`config.mk`:
```
export PLATFORM = sky130hd
export DESIGN_NAME = scale_packet_decoder_flat
export DESIGN_NICKNAME = d
export VERILOG_FILES = /design/src/hdl/spd_pkg.sv /design/src/hdl/spd_byte_if.sv /design/src/hdl/spd_result_if.sv /design/src/hdl/spd_row_acc.sv /design/src/hdl/spd_out_buf.sv /design/src/hdl/scale_packet_decoder.sv /design/src/flat_wrapper.sv
export VERILOG_INCLUDE_DIRS = /design/src /design/src/hdl
export SDC_FILE = /design/constraint.sdc
export NUM_CORES = 1
export LEC_CHECK = 0
export ABC_AREA = 1
export BUFFER_PORTS_ARGS = -buffer_cell sky130_fd_sc_hd__buf_2
export CAP_MARGIN = 20
export CORE_ASPECT_RATIO = 1.1
export CORE_MARGIN = 4
export CORE_UTILIZATION = 38
export CTS_CLUSTER_SIZE = 12
export DETAILED_ROUTE_END_ITERATION = 10
export GPL_TIMING_DRIVEN = 0
export PLACE_DENSITY = 0.6
export SLEW_MARGIN = 20
export SYNTH_ARGS = -nofsm -noshare
export SYNTH_HDL_FRONTEND = slang
export SYNTH_SLANG_ARGS = --single-unit
export TNS_END_PERCENT = 20
```
`constraint.sdc`:
```
create_clock -name clk -period 5.4 [get_ports clk]
set_input_delay 0.54 -clock clk [delete_from_list [all_inputs] [get_ports clk]]
set_output_delay 0.54 -clock clk [all_outputs]
set_load 0.01 [all_outputs]
```
`src/hdl/scale_packet_decoder_macros.svh`:
```
// Assertion macros shared by the scale packet decoder RTL.
// Depends on nothing; included by files that carry assertions.
`ifndef SCALE_PACKET_DECODER_MACROS_SVH
`define SCALE_PACKET_DECODER_MACROS_SVH

// Same-cycle implication, disabled during reset.
`define SPD_ASSERT_NOW(label, clk, rst, ante, cons, msg) \
  label: assert property (@(posedge clk) disable iff (rst) (ante) |-> (cons)) \
    else $error(msg);

// Next-cycle implication, disabled during reset.
`define SPD_ASSERT_NEXT(label, clk, rst, ante, cons, msg) \
  label: assert property (@(posedge clk) disable iff (rst) (ante) |=> (cons)) \
    else $error(msg);

`endif

```
`src/hdl/spd_pkg.sv`:
```
// Types and constants of the scale packet decoder.
// Depends on nothing; used by the interfaces and all modules.
`timescale 1ns / 1ps

package spd_pkg;

  localparam int unsigned ByteW     = 8;
  localparam int unsigned NibW      = 4;
  localparam int unsigned CountW    = 4;
  localparam int unsigned BitsW     = 4;
  localparam int unsigned WordW     = 16;

  localparam logic [CountW-1:0] CountMax    = 4'd12;
  localparam logic [CountW-1:0] RowBytes    = 4'd10;
  localparam logic [BitsW-1:0]  FullBits    = 4'd8;
  localparam logic [CountW-1:0] LastSumIdx  = 4'd8;
  localparam logic [CountW-1:0] WeightLoIdx = 4'd5;
  localparam logic [CountW-1:0] WeightHiIdx = 4'd6;
  localparam logic [CountW-1:0] ImpLoIdx    = 4'd7;
  localparam logic [CountW-1:0] ImpHiIdx    = 4'd8;
  localparam logic [CountW-1:0] CheckIdx    = 4'd9;
  localparam logic [NibW-1:0]   PostNibble  = 4'h9;
  localparam logic [ByteW-1:0]  PostByte    = 8'hFF;

  typedef enum logic [1:0] {
    ST_OK        = 2'd0,
    ST_LENGTH    = 2'd1,
    ST_POSTAMBLE = 2'd2,
    ST_CHECKSUM  = 2'd3
  } status_t;

  typedef struct packed {
    logic [ByteW-1:0] data_byte;
    logic             row_end;
    logic [BitsW-1:0] final_bits;
  } byte_item_t;

  typedef struct packed {
    status_t          status;
    logic [WordW-1:0] weight_hg;
    logic [WordW-1:0] impedance;
  } result_t;

endpackage

```
`src/hdl/spd_byte_if.sv`:
```
// Byte channel of the scale packet decoder: valid/ready plus one raw byte.
// Depends on spd_pkg for field widths.
`timescale 1ns / 1ps

interface spd_byte_if;
  import spd_pkg::*;

  logic             valid;
  logic             ready;
  logic [ByteW-1:0] data_byte;
  logic             row_end;
  logic [BitsW-1:0] final_bits;

  modport source (output valid, output data_byte, output row_end, output final_bits,
                  input ready);
  modport sink   (input valid, input data_byte, input row_end, input final_bits,
                  output ready);
endinterface

```
`src/hdl/spd_result_if.sv`:
```
// Result channel of the scale packet decoder: valid/ready plus one row result.
// Depends on spd_pkg for field widths.
`timescale 1ns / 1ps

interface spd_result_if;
  import spd_pkg::*;

  logic             valid;
  logic             ready;
  logic [1:0]       status;
  logic [WordW-1:0] weight_hg;
  logic [WordW-1:0] impedance;

  modport source (output valid, output status, output weight_hg, output impedance,
                  input ready);
  modport sink   (input valid, input status, input weight_hg, input impedance,
                  output ready);
endinterface

```
`src/hdl/spd_row_acc.sv`:
```
// Input register and per-row accumulator of the scale packet decoder.
// Depends on spd_pkg; feeds spd_out_buf with one result per row end.
`timescale 1ns / 1ps

module spd_row_acc (
  input  logic                clk,
  input  logic                rst,
  input  logic                in_valid,
  output logic                in_ready,
  input  spd_pkg::byte_item_t in_item,
  input  logic                room,
  output logic                push,
  output spd_pkg::result_t    push_result
);
  import spd_pkg::*;

  logic                item_valid;
  byte_item_t          item;
  logic                advance;
  logic [ByteW-1:0]    inv;
  logic [CountW-1:0]   byte_count;
  logic [CountW-1:0]   byte_count_next;
  logic [NibW-1:0]     nibble_sum;
  logic [NibW-1:0]     nibble_sum_next;
  logic [WordW-1:0]    weight_bytes;
  logic [WordW-1:0]    weight_bytes_next;
  logic [WordW-1:0]    impedance_bytes;
  logic [WordW-1:0]    impedance_bytes_next;
  logic [ByteW-1:0]    check_byte;
  logic [ByteW-1:0]    check_byte_next;
  logic [ByteW-1:0]    check_inv;
  result_t             result;

  // A byte that ends a row needs a free slot in the output buffer.
  assign advance  = item_valid && (!item.row_end || room);
  assign in_ready = !rst && (!item_valid || advance);
  assign inv      = ~item.data_byte;
  assign check_inv = ~check_byte;

  always_ff @(posedge clk) begin
    if (rst) begin
      item_valid <= 1'b0;
    end else if (in_ready) begin
      item_valid <= in_valid;
    end
  end

  always_ff @(posedge clk) begin
    if (in_ready && in_valid) begin
      item <= in_item;
    end
  end

  always_comb begin
    byte_count_next      = byte_count;
    nibble_sum_next      = nibble_sum;
    weight_bytes_next    = weight_bytes;
    impedance_bytes_next = impedance_bytes;
    check_byte_next      = check_byte;
    result.status        = ST_OK;
    result.weight_hg     = '0;
    result.impedance     = '0;
    if (item.row_end) begin
      if (byte_count != RowBytes || item.final_bits != FullBits) begin
        result.status = ST_LENGTH;
      end else if (check_byte[NibW-1:0] != PostNibble || item.data_byte != PostByte) begin
        result.status = ST_POSTAMBLE;
      end else if (check_inv[ByteW-1:NibW] != nibble_sum) begin
        result.status = ST_CHECKSUM;
      end else begin
        result.weight_hg = weight_bytes;
        result.impedance = impedance_bytes;
      end
      byte_count_next      = '0;
      nibble_sum_next      = '0;
      weight_bytes_next    = '0;
      impedance_bytes_next = '0;
      check_byte_next      = '0;
    end else begin
      if (byte_count <= LastSumIdx) begin
        nibble_sum_next = nibble_sum + inv[ByteW-1:NibW] + inv[NibW-1:0];
      end
      case (byte_count)
        WeightLoIdx: weight_bytes_next[ByteW-1:0]         = inv;
        WeightHiIdx: weight_bytes_next[WordW-1:ByteW]     = inv;
        ImpLoIdx:    impedance_bytes_next[ByteW-1:0]      = inv;
        ImpHiIdx:    impedance_bytes_next[WordW-1:ByteW]  = inv;
        CheckIdx:    check_byte_next                      = item.data_byte;
        default: ;
      endcase
      if (byte_count < CountMax) begin
        byte_count_next = byte_count + 1'b1;
      end
    end
  end

  always_ff @(posedge clk) begin
    if (rst) begin
      byte_count      <= '0;
      nibble_sum      <= '0;
      weight_bytes    <= '0;
      impedance_bytes <= '0;
      check_byte      <= '0;
    end else if (advance) begin
      byte_count      <= byte_count_next;
      nibble_sum      <= nibble_sum_next;
      weight_bytes    <= weight_bytes_next;
      impedance_bytes <= impedance_bytes_next;
      check_byte      <= check_byte_next;
    end
  end

  assign push        = advance && item.row_end;
  assign push_result = result;

endmodule

```
`src/hdl/spd_out_buf.sv`:
```
// Result register with a skid slot, so the accumulator keeps moving while
// a result waits. Depends on spd_pkg and the assertion macros header.
`timescale 1ns / 1ps
`include "scale_packet_decoder_macros.svh"

module spd_out_buf (
  input  logic             clk,
  input  logic             rst,
  input  logic             push,
  input  spd_pkg::result_t push_result,
  output logic             room,
  output logic             out_valid,
  input  logic             out_ready,
  output spd_pkg::result_t out_result
);
  import spd_pkg::*;

  logic    skid_valid;
  result_t skid_result;
  logic    pop;

  assign pop  = out_valid && out_ready;
  assign room = !skid_valid;

  always_ff @(posedge clk) begin
    if (rst) begin
      out_valid  <= 1'b0;
      skid_valid <= 1'b0;
    end else begin
      if (pop) begin
        if (skid_valid) begin
          skid_valid <= 1'b0;
        end else begin
          out_valid <= push;
        end
      end else if (!out_valid) begin
        out_valid <= push;
      end else if (push) begin
        skid_valid <= 1'b1;
      end
    end
  end

  always_ff @(posedge clk) begin
    if (pop && skid_valid) begin
      out_result <= skid_result;
    end else if (push && (pop || !out_valid)) begin
      out_result <= push_result;
    end
    if (push && out_valid && !pop) begin
      skid_result <= push_result;
    end
  end

  `SPD_ASSERT_NOW(a_skid_behind_out, clk, rst, skid_valid, out_valid, "skid full with empty output")
  `SPD_ASSERT_NOW(a_no_push_when_full, clk, rst, push, !skid_valid, "result pushed into full buffer")
  `SPD_ASSERT_NEXT(a_stall_goes_to_skid, clk, rst, push && out_valid && !out_ready, skid_valid && out_valid, "stalled result lost")
  `SPD_ASSERT_NEXT(a_skid_drains, clk, rst, pop && skid_valid, out_valid && !skid_valid, "skid slot did not drain")

endmodule

```
`src/hdl/scale_packet_decoder.sv`:
```
// Top level of the scale packet decoder: byte channel in, row result out.
// Depends on spd_pkg, spd_byte_if, spd_result_if, spd_row_acc, spd_out_buf.
`timescale 1ns / 1ps

// The decoder takes one raw radio byte per transfer and gives one result per
// marked row end, none for other bytes. A byte moves into an input register
// and is folded into the row state from there; a row end writes its status,
// weight and impedance into the result register, or into the skid slot while
// the result register holds a result not yet taken. It sustains one byte per
// cycle while no row end waits. The only stall comes from the result side: a
// result register plus one skid slot hold finished rows, and a row-end byte
// waits only while both are full. There is no reset sweep; the block is ready once reset falls.
module scale_packet_decoder (
  input logic          clk,
  input logic          rst,
  spd_byte_if.sink     byte_ch,
  spd_result_if.source result_ch
);
  import spd_pkg::*;

  byte_item_t in_item;
  logic       room;
  logic       push;
  result_t    push_result;
  result_t    out_result;

  assign in_item.data_byte  = byte_ch.data_byte;
  assign in_item.row_end    = byte_ch.row_end;
  assign in_item.final_bits = byte_ch.final_bits;

  spd_row_acc u_row_acc (
    .clk         (clk),
    .rst         (rst),
    .in_valid    (byte_ch.valid),
    .in_ready    (byte_ch.ready),
    .in_item     (in_item),
    .room        (room),
    .push        (push),
    .push_result (push_result)
  );

  spd_out_buf u_out_buf (
    .clk         (clk),
    .rst         (rst),
    .push        (push),
    .push_result (push_result),
    .room        (room),
    .out_valid   (result_ch.valid),
    .out_ready   (result_ch.ready),
    .out_result  (out_result)
  );

  assign result_ch.status    = out_result.status;
  assign result_ch.weight_hg = out_result.weight_hg;
  assign result_ch.impedance = out_result.impedance;

endmodule

```
`src/flat_wrapper.sv`:
```
// flat-port wrapper written by rule: the top's interface ports become plain ports
module scale_packet_decoder_flat import spd_pkg::*;
  (clk, rst, byte_ch_valid, byte_ch_data_byte, byte_ch_row_end, byte_ch_final_bits, byte_ch_ready, result_ch_valid, result_ch_status, result_ch_weight_hg, result_ch_impedance, result_ch_ready);
  spd_byte_if byte_ch_i ();
  spd_result_if result_ch_i ();
  input logic clk;
  input logic rst;
  input wire logic [$bits(byte_ch_i.valid)-1:0] byte_ch_valid;
  input wire logic [$bits(byte_ch_i.data_byte)-1:0] byte_ch_data_byte;
  input wire logic [$bits(byte_ch_i.row_end)-1:0] byte_ch_row_end;
  input wire logic [$bits(byte_ch_i.final_bits)-1:0] byte_ch_final_bits;
  output wire logic [$bits(byte_ch_i.ready)-1:0] byte_ch_ready;
  output wire logic [$bits(result_ch_i.valid)-1:0] result_ch_valid;
  output wire logic [$bits(result_ch_i.status)-1:0] result_ch_status;
  output wire logic [$bits(result_ch_i.weight_hg)-1:0] result_ch_weight_hg;
  output wire logic [$bits(result_ch_i.impedance)-1:0] result_ch_impedance;
  input wire logic [$bits(result_ch_i.ready)-1:0] result_ch_ready;
  assign byte_ch_i.valid = byte_ch_valid;
  assign byte_ch_i.data_byte = byte_ch_data_byte;
  assign byte_ch_i.row_end = byte_ch_row_end;
  assign byte_ch_i.final_bits = byte_ch_final_bits;
  assign byte_ch_ready = byte_ch_i.ready;
  assign result_ch_valid = result_ch_i.valid;
  assign result_ch_status = result_ch_i.status;
  assign result_ch_weight_hg = result_ch_i.weight_hg;
  assign result_ch_impedance = result_ch_i.impedance;
  assign result_ch_i.ready = result_ch_ready;
  scale_packet_decoder u_core (.clk(clk), .rst(rst), .byte_ch(byte_ch_i), .result_ch(result_ch_i));
endmodule
```
After elaboration in Yosys (flattened, before gate mapping)
Cells that the tools add are included.
Word-level totals
  register bits after elaboration: 132
  logic and storage cells: 98
Operators by class
  add/subtract/negate cells: 3
  magnitude comparators: 2
  equal/unequal tests: 11
  muxes and demuxes: 24
  bitwise gates (word level): 2
  reductions and logical operators: 37
Operators with widths (number)
  $mux W34: 3
  $mux W32: 3
  $mux W8: 6
  $mux W16: 2
  $mux W4: 4
  $not A8 Y8: 2
  $reduce_and A2 Y1: 8
  $reduce_bool A2 Y1: 8
  $eq A4 B3 Y1 const B: 3
  $ne A4 B4 Y1 const B: 3
  $logic_and A1 B1 Y1: 9
  $add A4 B4 Y4: 2
  $eq A4 B4 Y1 const B: 2
  $ne A8 B8 Y1 const B: 1
  $logic_not A1 Y1: 6
  $mux W2: 3
  $logic_or A1 B1 Y1: 5
  $add A4 B1 Y4 const B: 1
  $le A4 B4 Y1 const B: 1
  $lt A4 B4 Y1 const B: 1
  $ne A4 B4 Y1: 1
  $mux W1: 3
  $ne A2 B2 Y1 const B: 1
  $reduce_or A2 Y1: 1

Logic depth before layout (Yosys ltp)
Gate-level depths: netlist of the first run.
  word-level depth: 8
  mapped depth: 13

Cells and area by module
A second synthesis of the first run with hierarchy kept.
Unflattened totals
  cells, all modules: 588
  area, all modules: 5510.3 um2
By module, submodules not included
  spd_row_acc: times used 1, cells each 394, area an instance 2924.1 um2
  spd_out_buf: times used 1, cells each 194, area an instance 2586.2 um2

Worst setup path after synthesis of the first run
OpenSTA, ideal clock, no wires.
  path type: register -> register
  start: register u_core.u_row_acc.item[4] in the netlist's numbering
  end: register, netlist name u_core.u_out_buf.out_result[0]
  arrival: 3268 ps
  data required time: 4928 ps
  slack: 1660 ps
  cell stages (with the launch flop): 5
  path buffers: 1
  path through: edfxtp_1 -> a21boi_1 -> buf_4 -> nand2_1 -> o21ai_0
Between the ends
  cells in the longest elaborated chain, start to end: 6
Ends and longest elaborated chain
  start, declared: RTL line spd_row_acc.sv:18  | byte_item_t item;
  start signal, assigned: RTL line spd_row_acc.sv:50  | item <= in_item;
  $logic_not A1 Y1: RTL line spd_row_acc.sv:35  | assign advance = item_valid && (!item.row_end || room);
  $logic_or A1 B1 Y1: RTL line spd_row_acc.sv:35
  $logic_and A1 B1 Y1: RTL line spd_row_acc.sv:35
  $logic_and A1 B1 Y1 (*): RTL line spd_row_acc.sv:113  | assign push = advance && item.row_end;
  $logic_and A1 B1 Y1 (*): RTL line spd_out_buf.sv:47  | end else if (push && (pop || !out_valid)) begin
  $reduce_bool A2 Y1 (no source line) (*)
Every way passes the cells marked *; elsewhere a longest branch is shown, timed or not.
A chain may end at the register's enable or synchronous reset.

Worst setup path after layout of the first run
  start: register u_core.u_row_acc.item[6] in the netlist's numbering
  end: register u_core.u_row_acc.nibble_sum[2]
Between the ends
  cells in the longest elaborated chain, start to end: 4
Ends and longest elaborated chain
  $not A8 Y8: RTL line spd_row_acc.sv:37  | assign inv = ~item.data_byte;
  $add A4 B4 Y4: RTL line spd_row_acc.sv:81  | nibble_sum_next = nibble_sum + inv[ByteW-1:NibW] + inv[NibW-1:0];
  $mux W4: RTL line spd_row_acc.sv:80  | if (byte_count <= LastSumIdx) begin
  $mux W4: RTL line spd_row_acc.sv:63  | if (item.row_end) begin
  end signal, assigned: RTL line spd_row_acc.sv:106  | nibble_sum <= nibble_sum_next;
  end, declared: RTL line spd_row_acc.sv:23  | logic [NibW-1:0] nibble_sum;
No other way between the ends. The select of a mux whose other input is x is not followed.

==> impl_metrics.tcl, run 1 <==
set metrics [dict create \
    status "complete, no violations" \
    final-hold-violation-count 0 \
    synth_area_leader_cell "edfxtp_1" \
    clk_latency_ns 0.43 \
    fin_setup_tns_ns 0 \
    ir_worst_vdd_uv 195.9 \
    tightest_slew_ns 0.9081 \
    ant_nets 0 \
    r2r_end "u_core.u_row_acc.nibble_sum[2]" \
    area_growth_pct 19.50 \
    dpl.cell_count 892 \
    slew-limit-headroom_pct 39.24 \
    rows 47 \
    synth_fp_nets 669 \
    path_cells "fa_1 > inv_1 > ha_1 > inv_1 > fa_1 > or2_2 > a21oi_1" \
    netlist_instances 643 \
    ioPinCount 53 \
    reg2reg_slack_ns 3.16 \
    required_ns 5.76 \
    drcViolationCount 0 \
    cts_setup_buffers 0 \
    ys_ff_latch 132 \
    path_clk_slew_ns 0.06 \
    drt_iter0_drc 329 \
    cp-start-kind "flop" \
    grt_pass1_wl_mm 21.60 \
    grt_use_total_pct 15.53 \
    cts_made_buffers 17 \
    postLayoutSetupSlackWorst_ns 3.162 \
    finalClockSkew_ns 0.008860 \
    cts_hold_buf 0 \
    yosysWarnings 0 \
    dpl_cell_area_mm2 0.006565 \
    stdcell_area_mm2 0.007168 \
    globalplace.congestion 0.8604 \
    nNetsFinal 741 \
    root_buffer "clkbuf_16" \
    die_x_um 127.8 \
    rsz0062_at_grt "false" \
    critPathCapture "u_core.u_row_acc.nibble_sum[2]" \
    via_count 4459 \
    synth_top_cell_area_share_pct 40.55 \
    hold_slack_ns 0.2871 \
    dieArea_mm2 0.01786 \
    synth.yosys.seq_area_share_pct 57.57 \
    ff2ff_path_depth 7 \
    antenna_found_initial 0 \
    maxCapViolations 0 \
    cp-startpoint "u_core.u_row_acc.item[6]" \
    setup_viol 0 \
    hold_class "input port to flop" \
    grt_overflow 0 \
    cts.sinks 132 \
    core_mm2 0.01529 \
    drtPass1Iterations 5 \
    regToRegStartpoint "u_core.u_row_acc.item[6]" \
    slew_violations 0 \
    place_ws_ns 2.969 \
    post_cts_resized 0 \
    final_layout_size_suffix_gt1_share_pct 21.43 \
    p_leak_nw 2.617 \
    synthDistinctLibCells 32 \
    wl_mm 13.38 \
    crit_type "flop to flop" \
    instances_no_fill 924 \
    arrival_ns 2.59 \
    via_per_inst 4.826 \
    fmax_mhz 446.9 \
    start_util_pct 39.23 \
    insertedDiodeCount 0 \
    dpl.hpwl_mm 9.575 \
    cpPeakStageDelay_ns 0.57 \
    grt_pass1_vias 4206 \
    fin_crit_ns 2.238 \
    htree_levels 4 \
    synth_area_mm2 0.005998 \
    power_density_mw_per_mm2 329.7 \
    final_util_pct 46.88 \
    cts_max_path_buffers 2 \
    cp_max_fo 5 \
    cpMaxStageDelayCell "fa_1" \
    routedWlPerCell_um 14.48 \
    end_kind "flop" \
    io_buffers 51 \
    cts_tree "yes" \
    postSynthAreaPerCell_um2 9.329 \
    die_h_um 139.8 \
    synthTopCellsByArea "edfxtp_1, dfxtp_1, nand2_1" \
    fin_crit_sh_pct 41.44 \
    p_total_mw 2.363 \
    grt_max_degree 26 \
]
==> area by class of cell <==
| class | count | area (um2) |
|---|---|---|
| inverters | 77 | 289.0 |
| well taps | 196 | 245.2 |
| plain buffers | 29 | 198.9 |
| clock buffers | 17 | 425.4 |
| multi-input cells | 405 | 2076 |
| flip-flops and latches | 132 | 3453 |
| clock inverters | 15 | 177.7 |
| fillers | 1455 | 8122 |
| repair buffers | 53 | 302.8 |
==> logic make-up after synthesis <==
kind of cell / share of synthesized area (%)
adders and majority gates: 2.378
DFF: 57.57
and+or+nand+nor: 25.43
xor gates and xnor gates: 0.1460
AOI/OAI and AO/OA: 6.341
buffers and inverters: 8.135
==> sequential cells by signal (all words and copies together), names as in the netlist <==
signal / count
u_core.u_out_buf.out_result: 34
u_core.u_out_buf.skid_result: 34
u_core.u_row_acc.impedance_bytes: 16
u_core.u_row_acc.weight_bytes: 16
u_core.u_row_acc.item: 13
u_core.u_row_acc.check_byte: 8
u_core.u_row_acc.byte_count: 4
u_core.u_row_acc.nibble_sum: 4
u_core.u_out_buf.out_valid: 1
u_core.u_out_buf.skid_valid: 1
u_core.u_row_acc.item_valid: 1
==> worst max-delay path, delay by kind of cell (launching register included) <==
kind | cells | cell delay (ns)
AO/OA/AOI/OAI | 1 | 0.12
buffers and inverters | 2 | 0.11
adder cells (fa/ha/maj) | 3 | 1.15
flip-flops | 1 | 0.50
AND/OR/NAND/NOR | 1 | 0.29
==> routing by layer <==
metal	up-vias	wire (um)	track usage [%]
met2	122	6511	25.26
met3	15	754	4.484
li1	2236	-	-
met1	2086	5953	19.59
met4	0	164	5.698
met5	-	0	0
==> layout by cell type (no fill, tap or decap), types with 4 or more instances in the layout <==
| master | count |
|---|---|
| inv_6 | 5 |
| nor3_2 | 31 |
| nor3_1 | 5 |
| clkinvlp_4 | 4 |
| nand2_1 | 178 |
| nand3_2 | 5 |
| o21ai_0 | 14 |
| buf_2 | 54 |
| a21oi_1 | 49 |
| buf_6 | 8 |
| inv_1 | 71 |
| clkbuf_1 | 11 |
| nor2_1 | 54 |
| fa_1 | 4 |
| ha_1 | 5 |
| buf_4 | 7 |
| dfxtp_1 | 51 |
| inv_2 | 5 |
| clkbuf_16 | 17 |
| nand3_1 | 38 |
| edfxtp_1 | 81 |
==> synth_stat cells <==
cell	instances
nand2_1	178
edfxtp_1	81
inv_1	71
nor2_1	55
dfxtp_1	51
a21oi_1	49
nand3_1	38
nor3_2	31
o21ai_0	15
clkbuf_1	11
buf_6	8
buf_4	7
ha_1	5
inv_2	5
nand3_2	5
nor3_1	5
fa_1	4
buf_2	3
nand2_2	3
nor2_2	3
o21ai_2	3
a211oi_1	2
a21boi_1	1
a31oi_1	1
and3_1	1
clkinv_1	1
nand4_1	1
nor2_4	1
nor3b_1	1
o21ai_1	1
or2_2	1
xnor2_1	1
==> how the worst min path moves through the flow <==
stage	start	to	slack (ns)	depth (start not counted)
after floorplan	u_core.u_row_acc.check_byte[0]	u_core.u_row_acc.check_byte[0]	0.44	2
after global placement	u_core.u_row_acc.check_byte[0]	u_core.u_row_acc.check_byte[0]	0.45	2
after detailed placement	u_core.u_row_acc.weight_bytes[13]	u_core.u_row_acc.weight_bytes[13]	0.46	2
after CTS	byte_ch_row_end	u_core.u_row_acc.item[4]	0.27	1
after global routing	byte_ch_data_byte[0]	u_core.u_row_acc.item[5]	0.27	1
final	byte_ch_final_bits[1]	u_core.u_row_acc.item[1]	0.29	1
==> report_power, final <==
part	total (mW)	internal (mW)	leakage, nW	switching (mW)
Combinational	0.0902	0.0294	1.16	0.0608
Clock	1.18	0.728	0.285	0.451
Sequential	1.09	1.08	1.17	0.0112
(Power assumes the default switching activity.)
==> run 2: changes to the inputs <==
Settings changed: PLACE_DENSITY 0.6 to 0.62.
Clock period 5.4 ns to 1.95 ns, I/O delays scaled along.
==> impl_metrics.tcl, run 2 (synthesis results as in run 1) <==
set metrics [dict create \
    switching_share_pct 20.77 \
    setup_viol 2 \
    ir_worst_vdd_uv 597.9 \
    min_from "byte_ch_valid" \
    fin_crit_ns 2.112 \
    hold_class "input port to flop" \
    rows 47 \
    path_cells "fa_1 > inv_1 > ha_1 > inv_1 > fa_2 > or2_4 > a21oi_2" \
    drcViolationCount 0 \
    final_util_pct 48.76 \
    seqPwrFrac_pct 44.7 \
    cpPeakStageDelay_ns 0.51 \
    net-switching-power_mw 1.406 \
    violations "negative setup slack" \
    dieArea_mm2 0.01786 \
    cp-start-kind "flop" \
    intPower_mw 5.360 \
    path_clk_slew_ns 0.06 \
    pwr-share-clk_pct 50.9 \
    io_buffers 51 \
    root_buffer "clkbuf_16" \
    maxCapViolations 0 \
    core_mm2 0.01529 \
    antenna_found_initial 0 \
    min_to "u_core.u_row_acc.item_valid" \
    via_per_inst 4.770 \
    via_count 4508 \
    finalClockSkew_ns 0.008909 \
    routedWlPerCell_um 14.41 \
    top_layer_used "met4" \
    cts.sinks 132 \
    wl_mm 13.62 \
    fillers 1389 \
    nNetsFinal 763 \
    cp_max_fo 2 \
    fmax_mhz 473.4 \
    final_layout_size_suffix_gt1_share_pct 23.50 \
    regToRegStartpoint "u_core.u_row_acc.item[6]" \
    p_total_mw 6.766 \
    die_x_um 127.8 \
    multiInputGateArea_mm2 0.002132 \
    holdPathStages 3 \
    ant_nets 0 \
    fin_crit_sh_pct 108.3 \
    crit_type "flop to flop" \
    status "finished with violations" \
    seq_area_mm2 0.003455 \
    slew_violations 0 \
    r2r_end "u_core.u_row_acc.nibble_sum[2]" \
    p_leak_nw 2.747 \
    grt_overflow 0 \
    rsz0062_at_grt "true" \
    reg2reg_slack_ns -0.16 \
    route.met3.wl_um 867 \
    drt-met1-wl_mm 5.847 \
    grt_use_total_pct 15.86 \
    power_density_mw_per_mm2 907.6 \
    reg_top3 "u_core.u_out_buf.out_result x34, u_core.u_out_buf.skid_result x34" \
    cts_tree "yes" \
    final-hold-violation-count 0 \
    arrival_ns 2.46 \
    grt_pass1_wl_mm 22.14 \
    cts_made_buffers 17 \
    die_h_um 139.8 \
    ff2ff_path_depth 7 \
    routed-wl-met2_mm 6.568 \
    globalplace.congestion 0.8511 \
    grt_pass1_vias 4445 \
    clk_latency_ns 0.43 \
    area_growth_pct 24.28 \
    power_frac_comb_pct 4.4 \
    drt_iter0_drc 348 \
    final_common_cell "nand2_1" \
    mostFrequentLayoutCells "nand2_1, edfxtp_1, inv_1" \
    place_ws_ns -0.4060 \
    insertedDiodeCount 0 \
    cpMaxStageDelayCell "fa_1" \
    required_ns 2.30 \
    grt_max_degree 27 \
    start_util_pct 39.23 \
    htree_levels 4 \
    dpl.hpwl_mm 9.270 \
    end_kind "flop" \
    tightest_slew_ns 0.6117 \
    drtPass1Iterations 5 \
    ioPinCount 53 \
    cts_max_path_buffers 2 \
    slew-limit-headroom_pct 58.79 \
    postLayoutSetupSlackWorst_ns -0.1624 \
    crit_top_cell "inv_1" \
]
[run 2: layout make-up]
class                      instances  share of cell area (%)
sequential                       132                   46.34
multi-input combinational        406                   28.60
timing repair buffer              74                   6.680
clock buffer                      17                   5.707
inverter                          77                   3.877
tap                              196                   3.290
clock inverter                    14                   2.803
buffer                            29                   2.702
[run 2: metal layers]
metal / up-vias / GRT usage [%]
li1: 2281 / -
met3: 24 / 4.369
met4: 0 / 7.486
met5: - / 0
met1: 2078 / 19.33
met2: 125 / 25.92
[run 2: worst max-delay path by stage]
stage / from / end / cells after the start
CTS: u_core.u_row_acc.item[7] / u_core.u_row_acc.nibble_sum[3] / 11
floorplan: u_core.u_row_acc.item[4] / u_core.u_out_buf.skid_result[0] / 4
global placement: u_core.u_row_acc.item[4] / u_core.u_out_buf.skid_result[26] / 4
detailed placement: u_core.u_row_acc.item[4] / u_core.u_out_buf.out_result[32] / 4
finish: u_core.u_row_acc.item[6] / u_core.u_row_acc.nibble_sum[2] / 7
global route: u_core.u_row_acc.item[10] / u_core.u_row_acc.nibble_sum[3] / 12
[run 2: power by group through the flow]
stage	sequential, mW	clock (mW)	combinational [mW]
6_report	3.03	3.44	0.298
5_1_grt	3.03	3.61	0.335
4_1_cts	3.03	3.49	0.281
3_5_place_dp	3.09	0	0.244
3_3_place_gp	3.09	0	0.236
2_1_floorplan	3.09	0	0.154
[run 2: critical path: cells and delay by family, from the launching register on]
family          cells  cell delay (ns)
fa+ha+maj           3             1.11
compound gates      1             0.13
flops               1             0.45
simple gates        1             0.24
buf+inv             2             0.11
[run 2: through the flow]
| stage | TNS, ns | hold WS, ns | cell area (um2) | instances |
|---|---|---|---|---|
| floorplan | -8.373 | 0.2939 | 6012 | 643 |
| global placement | -42.53 | 0.3715 | 6513 | 890 |
| detailed placement | -17.04 | 0.3731 | 6538 | 891 |
| CTS | -0.3884 | 0.03550 | 7367 | 939 |
| global route | -0.4991 | 0.1224 | 7455 | 945 |
| finish | -0.2700 | 0.08072 | 7455 | 945 |
[run 2: timing repair]
action,CTS,global route
gates cloned,1,0
gates resized for setup,7,13
buffers inserted,3,6
setup endpoints to repair,75,52
hold buffers,13,0
pin swaps,3,3
endpoints found under the hold margin,13,0
==> run 3: changes to the inputs <==
Settings changed: CTS_BUF_LIST set to sky130_fd_sc_hd__clkbuf_4, PLACE_DENSITY 0.62 to 0.66, REMOVE_ABC_BUFFERS set to 1.
==> impl_metrics.tcl, run 3 (synthesis results as in run 1) <==
set metrics [dict create \
    hold_class "input port to flop" \
    fmax_mhz 475.4 \
    grt_max_degree 49 \
    slew-limit-headroom_pct 37.77 \
    rows 47 \
    tightest_slew_ns 0.9301 \
    p_leak_nw 2.563 \
    via_count 4328 \
    cts_tree "yes" \
    finalClockSkew_ns 0.01881 \
    dpl.hpwl_mm 7.645 \
    switching_share_pct 23.40 \
    multiInputGateArea_mm2 0.002162 \
    core_mm2 0.01529 \
    path_cells "fa_1 > inv_1 > ha_2 > inv_2 > fa_2 > or2_4 > a21oi_2" \
    postLayoutSetupSlackWorst_ns -0.1533 \
    net-switching-power_mw 1.181 \
    die_x_um 127.8 \
    grt_use_total_pct 14.60 \
    violations "negative setup slack" \
    die_h_um 139.8 \
    routedWlPerCell_um 13.67 \
    cpMaxStageDelayCell "fa_1" \
    end_kind "flop" \
    final_util_pct 46.20 \
    grt_pass1_vias 4144 \
    ff2ff_path_depth 7 \
    intPower_mw 3.865 \
    final_common_cell "nand2_1" \
    rsz0062_at_grt "true" \
    antenna_found_initial 1 \
    via_per_inst 4.664 \
    drcViolationCount 0 \
    seq_area_mm2 0.003453 \
    power_density_mw_per_mm2 714.2 \
    pwr-share-clk_pct 34.4 \
    io_buffers 52 \
    status "finished with violations" \
    slew_violations 0 \
    crit_type "flop to flop" \
    arrival_ns 2.58 \
    maxCapViolations 0 \
    root_buffer "clkbuf_4" \
    area_growth_pct 17.77 \
    fin_crit_sh_pct 107.9 \
    cp_max_fo 3 \
    final-hold-violation-count 0 \
    drtPass1Iterations 4 \
    ioPinCount 53 \
    dieArea_mm2 0.01786 \
    instances_no_fill 928 \
    path_clk_slew_ns 0.11 \
    mostFrequentLayoutCells "nand2_1, edfxtp_1, inv_1" \
    wl_mm 12.69 \
    dpl.cell_count 866 \
    setup_viol 2 \
    drt_iter0_drc 294 \
    seqPwrFrac_pct 60.0 \
    grt_overflow 0 \
    holdPathStages 3 \
    start_util_pct 39.23 \
    reg_top3 "u_core.u_out_buf.out_result x34, u_core.u_out_buf.skid_result x34" \
    cts_max_path_buffers 2 \
    fillers 1484 \
    required_ns 2.42 \
    clk_latency_ns 0.54 \
    cts_made_buffers 17 \
    grt_pass1_wl_mm 20.69 \
    cp-start-kind "flop" \
    final_layout_size_suffix_gt1_share_pct 22.57 \
    fin_crit_ns 2.103 \
    cpPeakStageDelay_ns 0.55 \
    ir_worst_vdd_uv 604.4 \
    globalplace.congestion 0.7910 \
    ant_nets 0 \
    power_frac_comb_pct 5.6 \
    htree_levels 4 \
    cts.sinks 132 \
    nNetsFinal 744 \
]
[run 3: cell count changes in the layout (fill, tap and decap cells not counted), sizes merged, moves of 3 or more]
cell / before / now
buf: 79 / 70
inv: 77 / 80
clkbuf: 28 / 19
bufinv: 5 / 2
[run 3: final timing paths]
path | start | to | slack (ns)
min | result_ch_ready | u_core.u_out_buf.skid_valid | 0.08
max | u_core.u_row_acc.item[10] | u_core.u_row_acc.nibble_sum[2] | -0.15
min reg2reg | u_core.u_row_acc.check_byte[0] | u_core.u_row_acc.check_byte[0] | 0.47
max reg2reg | u_core.u_row_acc.item[10] | u_core.u_row_acc.nibble_sum[2] | -0.15
[run 3: metrics by stage]
stage	hold slack [ns]	cell area, um2	TNS [ns]	total power, mW	worst slack, ns
after floorplan	0.2641	5799	-154.17	3.227	-2.447
after global placement	0.3727	6305	-313.99	3.318	-4.024
after detailed placement	0.3731	6439	-105.59	3.328	-1.190
after CTS	0.04670	6984	-2.250	5.090	-0.1626
after global routing	0.06369	7064	-3.425	5.260	-0.2919
final	0.08438	7064	-0.2939	5.046	-0.1533
[run 3: critical path: cells and delay by family, from the launching register on]
family / cells / cell delay, ns
flops: 1 / 0.47
buf+inv: 2 / 0.09
simple gates: 1 / 0.24
fa+ha+maj: 3 / 1.13
compound gates: 1 / 0.10
[run 3: timing repair]
| item | 4_1_cts | 5_1_grt |
|---|---|---|
| resized for setup | 13 | 4 |
| buffers inserted | 11 | 3 |
| setup endpoints to repair | 198 | 126 |
| hold buffers | 14 | 0 |
| gates cloned | 0 | 1 |
| endpoints found under the hold margin | 14 | 0 |
| pin swaps | 17 | 8 |
[run 3: layout make-up]
cell class | instances | area share (%)
Timing Repair Buffer | 84 | 9.281
Clock inverter | 13 | 1.612
Multi-Input combinational cell | 406 | 30.61
Sequential cell | 132 | 48.88
Tap cell | 196 | 3.471
Clock buffer | 19 | 2.019
Antenna cell | 1 | 0.03542
Inverter | 77 | 4.091
[run 3: power groups by stage]
| stage | combinational, mW | sequential, mW | clock (mW) |
|---|---|---|---|
| after floorplan | 0.132 | 3.09 | 0 |
| after global placement | 0.221 | 3.10 | 0 |
| after detailed placement | 0.234 | 3.09 | 0 |
| after CTS | 0.281 | 3.03 | 1.78 |
| after global routing | 0.320 | 3.03 | 1.91 |
| final | 0.283 | 3.03 | 1.74 |
[run 3: metal layers]
metal  track usage [%]  wire length (um)  vias up
met5                 0                 0        -
met4             4.302               200        0
met3             3.986               616       16
met2             23.94              6180      101
met1             18.88              5687     1975
li1                  -                 -     2236
